## src/sv/dsrt_prefix.sv

```systemverilog
`default_nettype none
// ---------------------------------------------------------------------------
// dsrt_prefix: inclusive prefix OR over the cell match flags
// Log-depth parallel prefix; bit i is set when any cell 0..i is set.
// ---------------------------------------------------------------------------
module dsrt_prefix #(
	parameter int N = 64
) (
	input  logic [N-1:0] flags,
	output logic [N-1:0] prefix
);

	localparam int LEVELS = (N > 1) ? $clog2(N) : 1;

	logic [N-1:0] lvl [LEVELS+1];

	assign lvl[0] = flags;

	for (genvar l = 0; l < LEVELS; l++) begin : g_level
		for (genvar i = 0; i < N; i++) begin : g_bit
			if (i >= (1 << l)) begin : g_or
				assign lvl[l+1][i] = lvl[l][i] | lvl[l][i-(1 << l)];
			end else begin : g_pass
				assign lvl[l+1][i] = lvl[l][i];
			end
		end
	end

	assign prefix = lvl[LEVELS];

endmodule
`default_nettype wire

```

## config.mk

```make
export PLATFORM = sky130hd
export DESIGN_NAME = dsrt_prefix
export DESIGN_NICKNAME = d
export VERILOG_FILES = /design/src/sv/dsrt_prefix.sv
export SDC_FILE = /design/constraint.sdc
export NUM_CORES = 1
export LEC_CHECK = 0
export BUFFER_PORTS_ARGS = -buffer_cell sky130_fd_sc_hd__clkbuf_2
export CAP_MARGIN = 40
export CORE_UTILIZATION = 30
export DETAILED_ROUTE_END_ITERATION = 10
export PLACE_DENSITY = 0.91
export SETUP_SLACK_MARGIN = 0.3
export SYNTH_ARGS = -nofsm -noshare
export SYNTH_HDL_FRONTEND = slang
export SYNTH_SLANG_ARGS = --single-unit
```

## constraint.sdc

```tcl
create_clock -name vclk -period 2.6
set_input_delay 0.13 -clock vclk [all_inputs]
set_output_delay 0.13 -clock vclk [all_outputs]
set_load 0.02 [all_outputs]
```

-- Word level (Yosys, flattened, before mapping)
Index checks and enable logic that the tools add are counted.
- logic and storage cells: 321
- input port bits: 64
- output and inout port bits: 64
- register bits: 0
- bitwise gates (word level): 321
- operators by type and width (operator ; number):
    $or 1x1->1 ; 321

-- Logic depth before layout (Yosys ltp)
- word-level depth: 6
- depth in mapped cells: 6
- gate-level depth less buffers: 5

-- Least setup slack after synthesis
No wires, ideal clock.
- kind: input to output
- from: input port flags[0]
- to: output port prefix[41]
- setup slack: 0.380 ns
- cell stages on the path: 5
- data required time: 2.470 ns
- arrival time: 2.090 ns
- cells stage by stage: or4_4 > and4bb_2 > nand4_1 > or2_2 > nand3b_1
- longest elaborated chain between the ends: 3
- RTL lines (item ; line ; source):
    start, declared ; 9 ; input logic [N-1:0] flags,
    $or 1x1->1 (3 in a row) ; 22 ; assign lvl[l+1][i] = lvl[l][i] | lvl[l][i-(1 << l)];
    end, declared ; 10 ; output logic [N-1:0] prefix
Every way passes these cells.

-- Worst setup path in the final report
- from: input port flags[0]
- to: output port prefix[34]
- longest elaborated chain between the ends: 2
- RTL lines (item ; line):
    $or 1x1->1 (2 in a row) ; 22
Every way passes these cells.

==> results.txt <==
----------------------------------------------------
[Status]
  Run status ... finished clean

[STA]
  Max-slew violation total from the final report ... 0
  Portion of the clock cycle consumed by the worst path in the final layout ... 0.852
  Worst relative slew slack ... 0.611
  Transition time at the pin with the least slew margin ... 579 ps
  Total Neg Setup Slack ... 0 ps
  Unrepaired setup endpoints after global routing ... false
  Final setup violation count ... 0
  Post-layout worst setup margin ... 385 ps
  Endpoints failing hold ... 0
  Post-route minimum period ... 2220 ps
  Highest achievable clock rate ... 451 MHz

[Placed design]
  I/O Buffers ... 128
  Routability-driven placement congestion ratio ... 0.855
  Placement Cell Area ... 0.00137 sq mm
  Post-detailed-placement half-perimeter wirelength ... 2.86 mm
  Setup WS pre-CTS ... 339 ps

[Pwr]
  Standby leakage power ... 0.000631 uW
  Power density normalized to cell area ... 68.1 mW/mm^2
  Overall power of the completed layout ... 93.9 uW
  Max IR drop VDD ... 0.0000391 V

[Floorplan]
  I/O pins ... 128
  Effective utilization at floorplan ... 0.316
  Row count ... 17
  Die Span X ... 50.2 microns
  Full die area ... 0.00252 sq mm
  Height of the chip ... 50.2 microns
  Core Footprint ... 0.00221 sq mm

[Synthesis]
  Number of warnings reported in the yosys synthesis log ... 0
  Count of mapped cells out of synthesis ... 121
  Part of the Yosys area used for sequential elements ... 0
  Library cells used by synthesis ... 25
  Post-synthesis area per instance ... 5.77 sq um
  Summed instance area of the synthesized netlist ... 698 sq um
  Post-Syn Nets ... 185

[Cells and area]
  Number of nets in the layout ... 314
  Fraction of final layout cells sized beyond drive strength 1 ... 0.589
  Sequential cell count of the final layout ... 0
  Sequential standard cell area ... 0 sq um
  Area Growth Syn to Fin ... 97.5%
  Final-layout fill cell count ... 227
  Number of clock buffers in the layout ... 0
  ANT cells ... 0
  Fin area ... 0.00138 sq mm

[Worst setup path]
  Arrival time of the worst setup path ... 2090 ps
  Data required time at the worst endpoint ... 2470 ps
  Critical path class ... input pin to output pin
  Critical path launch point type ... input pin
  Critical Path End Type ... output pin
  CP max FO ... 9
  Launch point of the critical path ... flags[0]

[Route]
  Drt wl/cell ... 11.2 microns
  Wire length reported by the detailed router ... 3.10 mm
  Via/cell ratio ... 4.96
  Pre-antenna DRT Iters ... 4
  Overall via count from detail_route ... 1369
  Initial DRC Count ... 21
  Number of nets still failing antenna checks after routing ... 0
  DRC Markers ... 0

[Global routing]
  Largest net degree at the start of global routing ... 12
  Vias in the first global route ... 1152
  Initial antenna violation count ... 0
  Wire length of the first global-routing pass ... 4.54 mm
  GRT overflow ... 0
  GRT Resource Usage Total ... 0.222

[Clocking]
  Gates resized, CTS repair ... 0
  Hold_buf cts ... 0
  Number of buffers inserted by post-CTS setup repair ... 0

[Min path]
  Type of the most critical hold path ... input pin to output pin
  Critical hold path startpoint ... flags[0]

[Job]
  Max cap viols ... 0

----------------------------------------------------
-- cells in the mapped netlist, types with 2 or more instances --
master / instances / area [sq um]
sky130_fd_sc_hd__nand3_1: 10 / 50.1
sky130_fd_sc_hd__nand2b_1: 6 / 37.5
sky130_fd_sc_hd__inv_1: 6 / 22.5
sky130_fd_sc_hd__nand3b_1: 6 / 45.0
sky130_fd_sc_hd__nand4_1: 3 / 18.8
sky130_fd_sc_hd__or2_2: 9 / 56.3
sky130_fd_sc_hd__nor2_1: 17 / 63.8
sky130_fd_sc_hd__nand2_1: 19 / 71.3
sky130_fd_sc_hd__nor4b_1: 2 / 17.5
sky130_fd_sc_hd__and4bb_2: 2 / 25.0
sky130_fd_sc_hd__nor4_1: 9 / 56.3
sky130_fd_sc_hd__and2_1: 2 / 12.5
sky130_fd_sc_hd__or3_1: 7 / 43.8
sky130_fd_sc_hd__buf_2: 2 / 10.0
sky130_fd_sc_hd__nor3_1: 11 / 55.1
-- through the flow --
stage                      util  hold slack [ps]  instances
after floorplan               -              373        121
after global placement    0.620              505        276
after detailed placement  0.620              513        276
after CTS                 0.620              513        276
after global routing      0.623              520        276
final                     0.623              511        276
-- area by class of cell --
type                            count  area (sq um)  area share
Multi-Input combinational cell    112           666       0.483
Timing Repair Buffer              130           656       0.476
Tap cell                           28          35.0      0.0254
Inverter                            6          22.5      0.0163
-- critical path, stage by stage --
cell and delay, ps:
sky130_fd_sc_hd__clkbuf_2 100, sky130_fd_sc_hd__or4_4 550, sky130_fd_sc_hd__and4bb_4 370, sky130_fd_sc_hd__nand4_4 150
sky130_fd_sc_hd__or3_4 430, sky130_fd_sc_hd__or2_1 210, sky130_fd_sc_hd__clkbuf_2 150
-- layout by cell type (no fill, tap or decap) --
cell                         n
sky130_fd_sc_hd__clkbuf_2  128
sky130_fd_sc_hd__nand2_1    19
sky130_fd_sc_hd__nor2_1     17
sky130_fd_sc_hd__nor3_1     11
sky130_fd_sc_hd__nand3_1    10
sky130_fd_sc_hd__or2_2       9
sky130_fd_sc_hd__nor4_1      9
sky130_fd_sc_hd__or3_1       7
sky130_fd_sc_hd__inv_1       6
sky130_fd_sc_hd__nand2b_1    6
sky130_fd_sc_hd__nand3b_1    6
sky130_fd_sc_hd__nand4_1     3
sky130_fd_sc_hd__and4bb_4    2
sky130_fd_sc_hd__and2_1      2
sky130_fd_sc_hd__nor4b_1     2
sky130_fd_sc_hd__buf_4       2
sky130_fd_sc_hd__or4_4       1
sky130_fd_sc_hd__nor2b_1     1
sky130_fd_sc_hd__or4_1       1
sky130_fd_sc_hd__nor4_4      1
sky130_fd_sc_hd__nand4_4     1
sky130_fd_sc_hd__or3_4       1
sky130_fd_sc_hd__or2_1       1
sky130_fd_sc_hd__nor3b_2     1
sky130_fd_sc_hd__nor3b_1     1
-- report_power, final --
| part | leakage [uW] | switching (uW) | internal [uW] |
|---|---|---|---|
| sequential | 0 | 0 | 0 |
| clock | 0 | 0 | 0 |
| combinational | 0.000631 | 45.5 | 48.4 |
-- cells by family after synthesis --
kind of cell	after synthesis	share of synthesized area
AND/OR/NAND/NOR	112	0.943
buffers and inverters	9	0.0573
-- final timing paths --
kind                          to  slack, ps  depth (start not counted)
worst max-delay path  prefix[34]        380                          7
worst min-delay path   prefix[0]        510                          2
-- per-layer routing --
layer | wire length, microns | share of wire | vias to the layer above | track usage
li1 | - | - | 696 | -
met2 | 1720 | 0.56 | 74 | 0.498
met3 | 348 | 0.11 | 0 | 0.0394
met4 | 0 | 0 | 0 | 0
met1 | 1030 | 0.33 | 599 | 0.208
met5 | 0 | 0 | - | 0
No activity file was read; power rests on OpenSTA's default activity.
