--- src/sv/dsrt_pkg.sv ---
`default_nettype none
// ---------------------------------------------------------------------------
// dsrt_pkg: shared types and constants of the date sorted record table
// Field widths, operation and status codes, the per-cell move command and
// the query word that every cell sees.
// ---------------------------------------------------------------------------
package dsrt_pkg;

	localparam int OP_W     = 2;
	localparam int STATUS_W = 2;
	localparam int CODE_W   = 48;
	localparam int YEAR_W   = 14;
	localparam int MONTH_W  = 4;
	localparam int DAY_W    = 5;
	localparam int DATE_W   = YEAR_W + MONTH_W + DAY_W;
	localparam int POSTAL_W = 17;
	localparam int HANDLE_W = 16;

	typedef logic [DATE_W-1:0] date_t;

	typedef enum logic [OP_W-1:0] {
		OP_INSERT  = 2'd0,
		OP_FIND    = 2'd1,
		OP_EXTRACT = 2'd2,
		OP_RANGE   = 2'd3
	} op_t;

	typedef enum logic [STATUS_W-1:0] {
		ST_OK   = 2'd0,
		ST_NONE = 2'd1,
		ST_FULL = 2'd2
	} status_t;

	typedef enum logic [1:0] {
		MV_HOLD  = 2'd0,
		MV_NEW   = 2'd1,
		MV_LEFT  = 2'd2,
		MV_RIGHT = 2'd3
	} move_t;

	typedef enum logic {
		S_IDLE = 1'b0,
		S_BUSY = 1'b1
	} state_t;

	// broadcast to all cells; key is already masked to the KEY_W key width
	typedef struct packed {
		op_t               op;
		logic [CODE_W-1:0] key;
		date_t             lo;
		date_t             hi;
	} query_t;

	typedef struct packed {
		logic after;   // slot is at or past the insert point
		logic match;   // record satisfies the lookup
	} cell_flag_t;

endpackage
`default_nettype wire

--- src/sv/dsrt_cell.sv ---
`default_nettype none
// ---------------------------------------------------------------------------
// dsrt_cell: one slot of the sorted record chain
// Holds one record, compares it against the broadcast query and loads from
// the new record or a neighbor as commanded.
// ---------------------------------------------------------------------------
module dsrt_cell import dsrt_pkg::*; #(
	parameter int KEY_W = 48,
	parameter int HS_W  = 16
) (
	input  logic                                  clk,
	input  query_t                                query,
	input  logic                                  occ,
	input  move_t                                 move,
	input  logic [KEY_W+DATE_W+POSTAL_W+HS_W-1:0] new_rec,
	input  logic [KEY_W+DATE_W+POSTAL_W+HS_W-1:0] left_rec,
	input  logic [KEY_W+DATE_W+POSTAL_W+HS_W-1:0] right_rec,
	output logic [KEY_W+DATE_W+POSTAL_W+HS_W-1:0] rec,
	output cell_flag_t                            flag
);

	localparam int REC_W    = KEY_W + DATE_W + POSTAL_W + HS_W;
	localparam int DATE_OFS = HS_W + POSTAL_W;
	localparam int KEY_OFS  = DATE_OFS + DATE_W;

	logic [REC_W-1:0] rec_q;
	date_t            date;
	logic [KEY_W-1:0] key;

	assign rec  = rec_q;
	assign date = rec_q[DATE_OFS +: DATE_W];
	assign key  = rec_q[KEY_OFS +: KEY_W];

	always_comb begin
		flag.after = !occ || (date > query.lo);
		case (query.op)
			OP_FIND, OP_EXTRACT: flag.match = occ && (key == query.key[KEY_W-1:0]);
			OP_RANGE:            flag.match = occ && (date >= query.lo) && (date <= query.hi);
			default:             flag.match = 1'b0;
		endcase
	end

	always_ff @(posedge clk) begin
		case (move)
			MV_NEW:   rec_q <= new_rec;
			MV_LEFT:  rec_q <= left_rec;
			MV_RIGHT: rec_q <= right_rec;
			default:  rec_q <= rec_q;
		endcase
	end

endmodule
`default_nettype wire

--- config.mk ---
export PLATFORM = sky130hd
export DESIGN_NAME = dsrt_cell
export DESIGN_NICKNAME = d
export VERILOG_FILES = /design/src/sv/dsrt_pkg.sv /design/src/sv/dsrt_cell.sv
export SDC_FILE = /design/constraint.sdc
export NUM_CORES = 1
export LEC_CHECK = 0
export ABC_AREA = 1
export BUFFER_PORTS_ARGS = -buffer_cell sky130_fd_sc_hd__buf_2
export CAP_MARGIN = 20
export CORE_AREA = 2 2 201 203
export CTS_CLUSTER_DIAMETER = 150
export DETAILED_ROUTE_END_ITERATION = 10
export DIE_AREA = 0 0 203 205
export PLACE_DENSITY = 0.47
export SLEW_MARGIN = 30
export SYNTH_ARGS = -nofsm -noshare
export SYNTH_HDL_FRONTEND = slang
export SYNTH_SLANG_ARGS = --single-unit
export TNS_END_PERCENT = 30
--- constraint.sdc ---
create_clock -name clk -period 6.8 [get_ports clk]
set_input_delay 1.02 -clock clk [delete_from_list [all_inputs] [get_ports clk]]
set_output_delay 1.02 -clock clk [all_outputs]
set_load 0.02 [all_outputs]
### Yosys cells after proc, flatten, opt, wreduce, memory -nomap -nowiden

Cells that the tools add are included.

| operators by class | value |
|---|---|
| reductions and logical operators | 7 |
| mux-type cells | 2 |
| equal/unequal tests | 7 |
| order comparisons | 3 |

Operator list:

| operator | count |
|---|---|
| $pmux 104 s3 | 1 |
| $eq 48x48->1 | 1 |
| $ge 23x23->1 | 1 |
| $gt 23x23->1 | 1 |
| $le 23x23->1 | 1 |
| $eq 2x2->1 const B | 4 |
| $eq 2x1->1 const B | 2 |
| $logic_and 1x1->1 | 3 |
| $reduce_bool 3->1 | 1 |
| $pmux 1 s2 | 1 |
| $reduce_or 2->1 | 1 |
| $logic_not 1->1 | 1 |
| $logic_or 1x1->1 | 1 |

| word-level totals | value |
|---|---|
| register bits after elaboration | 104 |
| logic and storage cells | 20 |
| bits of input ports | 412 |

### Logic depth before layout (Yosys ltp)

| logic depth | value |
|---|---|
| depth in word-level cells | 4 |
| gate-level depth with buffers | 13 |
| gate-level depth less buffers | 13 |

### Worst setup path before layout

OpenSTA, ideal clock, no wires.

| timing path | value |
|---|---|
| kind | input port to output port |
| from | input port query[41] in the netlist's numbering |
| to | output port flag[0] in the netlist's numbering |
| arrival | 2141 ps |
| required time | 5780 ps |
| path slack | 3639 ps |
| stages | 10 |
| path through | inv_1 > ha_1 > nand2_1 > nor2_1 > nand2_2 > nor2_1 > nand2_1 > nand4_1 > nand3_1 > a21oi_2 |

RTL lines:

| element | RTL line | RTL |
|---|---|---|
| start, declared | dsrt_cell.sv:12 | `input query_t query,` |
| end, declared | dsrt_cell.sv:19 | `output cell_flag_t flag` |

==> flow_summary_export.csv <==
group,metric,value,unit
floorplan,chipWidth,203,um
worst_setup_path,crit_type,"in2out",
finish,most_common_library_cell_in_the_layout_ignoring_fill_and_taps,"sky130_fd_sc_hd__buf_2",
clock_network,clock_sink_count,104,
yosys,yosys.area_share.simple,36.0,%
worst_setup_path,worstSetupStartpointType,"primary input",
placement,port-buffer-count,517,
finish,footprint_of_the_multi_input_gates,3610,sq um
yosys,yosys-top-cells-area,"sky130_fd_sc_hd__edfxtp_1 (42%), sky130_fd_sc_hd__nand2_1 (17%), sky130_fd_sc_hd__nand3_1 (15%)",
yosys,syn_nets,1435,
floorplan,core.rowCount,73,
yosys,ys.flop_type,"sky130_fd_sc_hd__edfxtp_1",
clock_network,max-clock-path-buffers,2,
global_route,grt_first_pass_wirelength,47.7,mm
clock_network,clockRootBuffer,"sky130_fd_sc_hd__clkbuf_16",
power,switching_share,34.8,%
worst_setup_path,critical_path.max_fanout,2,
global_route,gr-usage-all-layers,15.4,%
yosys,post_synthesis_share_of_cell_area_spent_on_xor_and_xnor_gates,2.14,%
timing,final.period_utilization,53.5,%
worst_hold_path,hold_class,"in2reg",
yosys,post_synth_fa_ha_maj_area_fraction,8.14,%
power,power_density,191,nW/um^2
routing,drt_drc_violations_left,0,
clock_network,cts_max_level,3,
timing,tns,0,ns
routing,drt-wirelength-per-cell,16.8,um
power,irDropWorstVdd,0.114,mV
worst_hold_path,worst_hold_path.endpoint,"rec[4]",
timing,worst_slew_pin_slew,0.911,ns
routing,wirelength,33.6,mm
routing,routed_via_density,4.26,
timing,grt_setup_unrepaired,"no",
worst_setup_path,worst_path_required_time,5.78,ns
power,proportion_of_power_drawn_by_the_clock_network,27.4,%
finish,largest_register_ff_count,104,
timing,maxClockFrequency,275,MHz
floorplan,design.die.area,41600,sq um
power,power_frac_comb,30.8,%
routing,residual_antenna_violating_net_count_after_detailed_routing,0,
yosys,synthDominantAreaCellType,"sky130_fd_sc_hd__edfxtp_1",
finish,fillCellCount,4414,
global_route,maximum_number_of_pins_on_one_net_before_global_route_repair,107,
finish,final_stage_net_count,1923,
power,leakage,5.64,nW
finish,area_growth,45.7,%
finish,final_cell_mix,"sky130_fd_sc_hd__buf_2 (515), sky130_fd_sc_hd__nand2_1 (332), sky130_fd_sc_hd__nand3_1 (216)",
clock_network,holdBufCountCts,0,
finish,seqCellArea,3120,sq um
global_route,antenna_found_initial,1,
yosys,synth.distinct_cells,28,
job,max_capacitance_violation_count,0,
worst_setup_path,worst_setup_path_end_kind,"output port",
timing,finalHoldWorstSlack,0.917,ns
placement,place.gp.congestion,0.910,
status,run_status,"completed",
timing,finalSetupViolations,0,
finish,post_route_cells_drive_above_1_share,37.6,%
clock_network,cts_repair_resize_count,0,
clock_network,cts_tree,"yes",
clock_network,worst_setup_hold_path_clk_slew,0.08,ns
routing,firstDrtPassIters,7,
yosys,synth_top_area_share,42.3,%
yosys,yosysSeqAreaShare,42.3,%
yosys,synth_enable_flop_cells,104,
yosys,synth_compound_gate_area_share,2.66,%
worst_hold_path,worst_hold_startpoint,"left_rec[4]",
placement,dp_hpwl,27.2,mm
yosys,synth.area.mux_share,0,%
yosys,netlist_instances,975,
yosys,netlist_area,7380,sq um
routing,via_count,8504,
timing,hold_viol,0,
routing,first_iter_violations,482,
finish,final_core_util,27.3,%
yosys,ys_seq_elements,104,
global_route,number_of_global_route_vias_before_repair,8271,
yosys,synthesis.yosys.warnings,0,
yosys,synthArstFlopShare,0,%
floorplan,number_of_top_level_pins,518,
worst_setup_path,critPathArrivalTime,2.62,ns
yosys,synth.avg_cell_area,7.57,sq um
timing,worst_slew_margin_rel,39.2,%
yosys,largest_family_of_logic_cells_by_synthesized_area,"simple AND/OR/NAND/NOR gates",
timing,post-route-min-period,3.64,ns
timing,finalMaxSlewViolations,0,
clock_network,post_cts.repair.setup_buffers,0,
clock_network,tritoncts.num_buffers,9,
worst_hold_path,hold-path-cell-count,3,
power,internal_power,1.34,mW
floorplan,die_height,205,um
floorplan,core_box_area,39400,sq um
floorplan,starting_density_of_the_core,18.7,%
power,power_switching,0.714,mW
power,seq_power_share,41.8,%
global_route,globalRoute.totalOverflow,0,
[routing by layer]
metal  GRT usage, %  vias to the layer above  share of wire, %
met5              0                        -                 0
met4           6.39                        0               2.8
met3           3.31                       45               7.0
met2           26.5                      354                50
met1           18.6                     3919                40
li1               -                     4186                 -
[cells by family after synthesis]
logic type,after synthesis
AO/OA/AOI/OAI,35
AND/OR/NAND/NOR,620
buffers and inverters,150
flip-flops,104
adder cells (fa/ha/maj),48
XOR/XNOR,18
[synthesized netlist by cell type, types with 2 or more instances]
cell / count
sky130_fd_sc_hd__nand2_1: 332
sky130_fd_sc_hd__nand3_1: 216
sky130_fd_sc_hd__edfxtp_1: 104
sky130_fd_sc_hd__inv_1: 102
sky130_fd_sc_hd__nor2_1: 54
sky130_fd_sc_hd__ha_1: 48
sky130_fd_sc_hd__buf_2: 24
sky130_fd_sc_hd__a21oi_1: 14
sky130_fd_sc_hd__clkbuf_1: 14
sky130_fd_sc_hd__xnor2_1: 14
sky130_fd_sc_hd__o21ai_1: 8
sky130_fd_sc_hd__buf_6: 6
sky130_fd_sc_hd__or2_2: 6
sky130_fd_sc_hd__nand4_1: 4
sky130_fd_sc_hd__o21ai_0: 4
sky130_fd_sc_hd__xor2_1: 4
sky130_fd_sc_hd__a21o_1: 3
sky130_fd_sc_hd__nand3b_1: 3
sky130_fd_sc_hd__buf_4: 2
sky130_fd_sc_hd__inv_2: 2
sky130_fd_sc_hd__nand2_2: 2
sky130_fd_sc_hd__nor2_4: 2
sky130_fd_sc_hd__o22ai_1: 2
[how the worst max path moves through the flow]
stage / startpoint / endpoint / slack, ns / cells past startpoint
after detailed placement: move[1] / rec[71] / 2.82 / 6
after global routing: query[87] / flag[0] / 2.91 / 11
after CTS: query[94] / flag[0] / 2.99 / 11
after floorplan: query[41] / flag[0] / 3.64 / 10
after global placement: move[0] / rec[90] / 2.82 / 3
final: query[87] / flag[0] / 3.16 / 11
[per-stage QoR]
| stage | instances | power (mW) | area [sq um] | worst slack [ns] |
|---|---|---|---|---|
| final | 1994 | 2.05 | 10800 | 3.16 |
| after global routing | 1994 | 2.18 | 10800 | 2.91 |
| after CTS | 1992 | 2.09 | 10700 | 2.99 |
| after detailed placement | 1976 | 1.51 | 10400 | 2.82 |
| after global placement | 1976 | 1.51 | 10400 | 2.82 |
| after floorplan | 975 | 1.20 | 7380 | 3.64 |
[power groups by stage]
| stage | registers [mW] | logic (mW) | clock network, mW |
|---|---|---|---|
| detailed placement | 0.875 | 0.638 | 0 |
| finish | 0.859 | 0.632 | 0.562 |
| global route | 0.870 | 0.702 | 0.608 |
| floorplan | 0.952 | 0.248 | 0 |
| CTS | 0.861 | 0.640 | 0.588 |
| global placement | 0.874 | 0.636 | 0 |
[worst max-delay path, cell delays in order]
cell and delay, ns:
sky130_fd_sc_hd__buf_2 0.12, sky130_fd_sc_hd__nand2_1 0.16, sky130_fd_sc_hd__nand2_1 0.07, sky130_fd_sc_hd__nor2_1 0.10
sky130_fd_sc_hd__nand2_1 0.06, sky130_fd_sc_hd__nor2_1 0.25, sky130_fd_sc_hd__nand2_1 0.10, sky130_fd_sc_hd__nor2_1 0.11
sky130_fd_sc_hd__nand3_1 0.20, sky130_fd_sc_hd__a21oi_2 0.21, sky130_fd_sc_hd__buf_2 0.19
[area by class of cell]
class | instances | area share [%]
sequential | 104 | 29.0
clock buffer | 9 | 2.09
inverter | 104 | 3.64
timing repair buffer | 523 | 24.8
clock inverter | 7 | 0.722
multi-input combinational | 721 | 33.6
antenna | 1 | 0.0233
tap | 525 | 6.11
(Power assumes the default switching activity.)
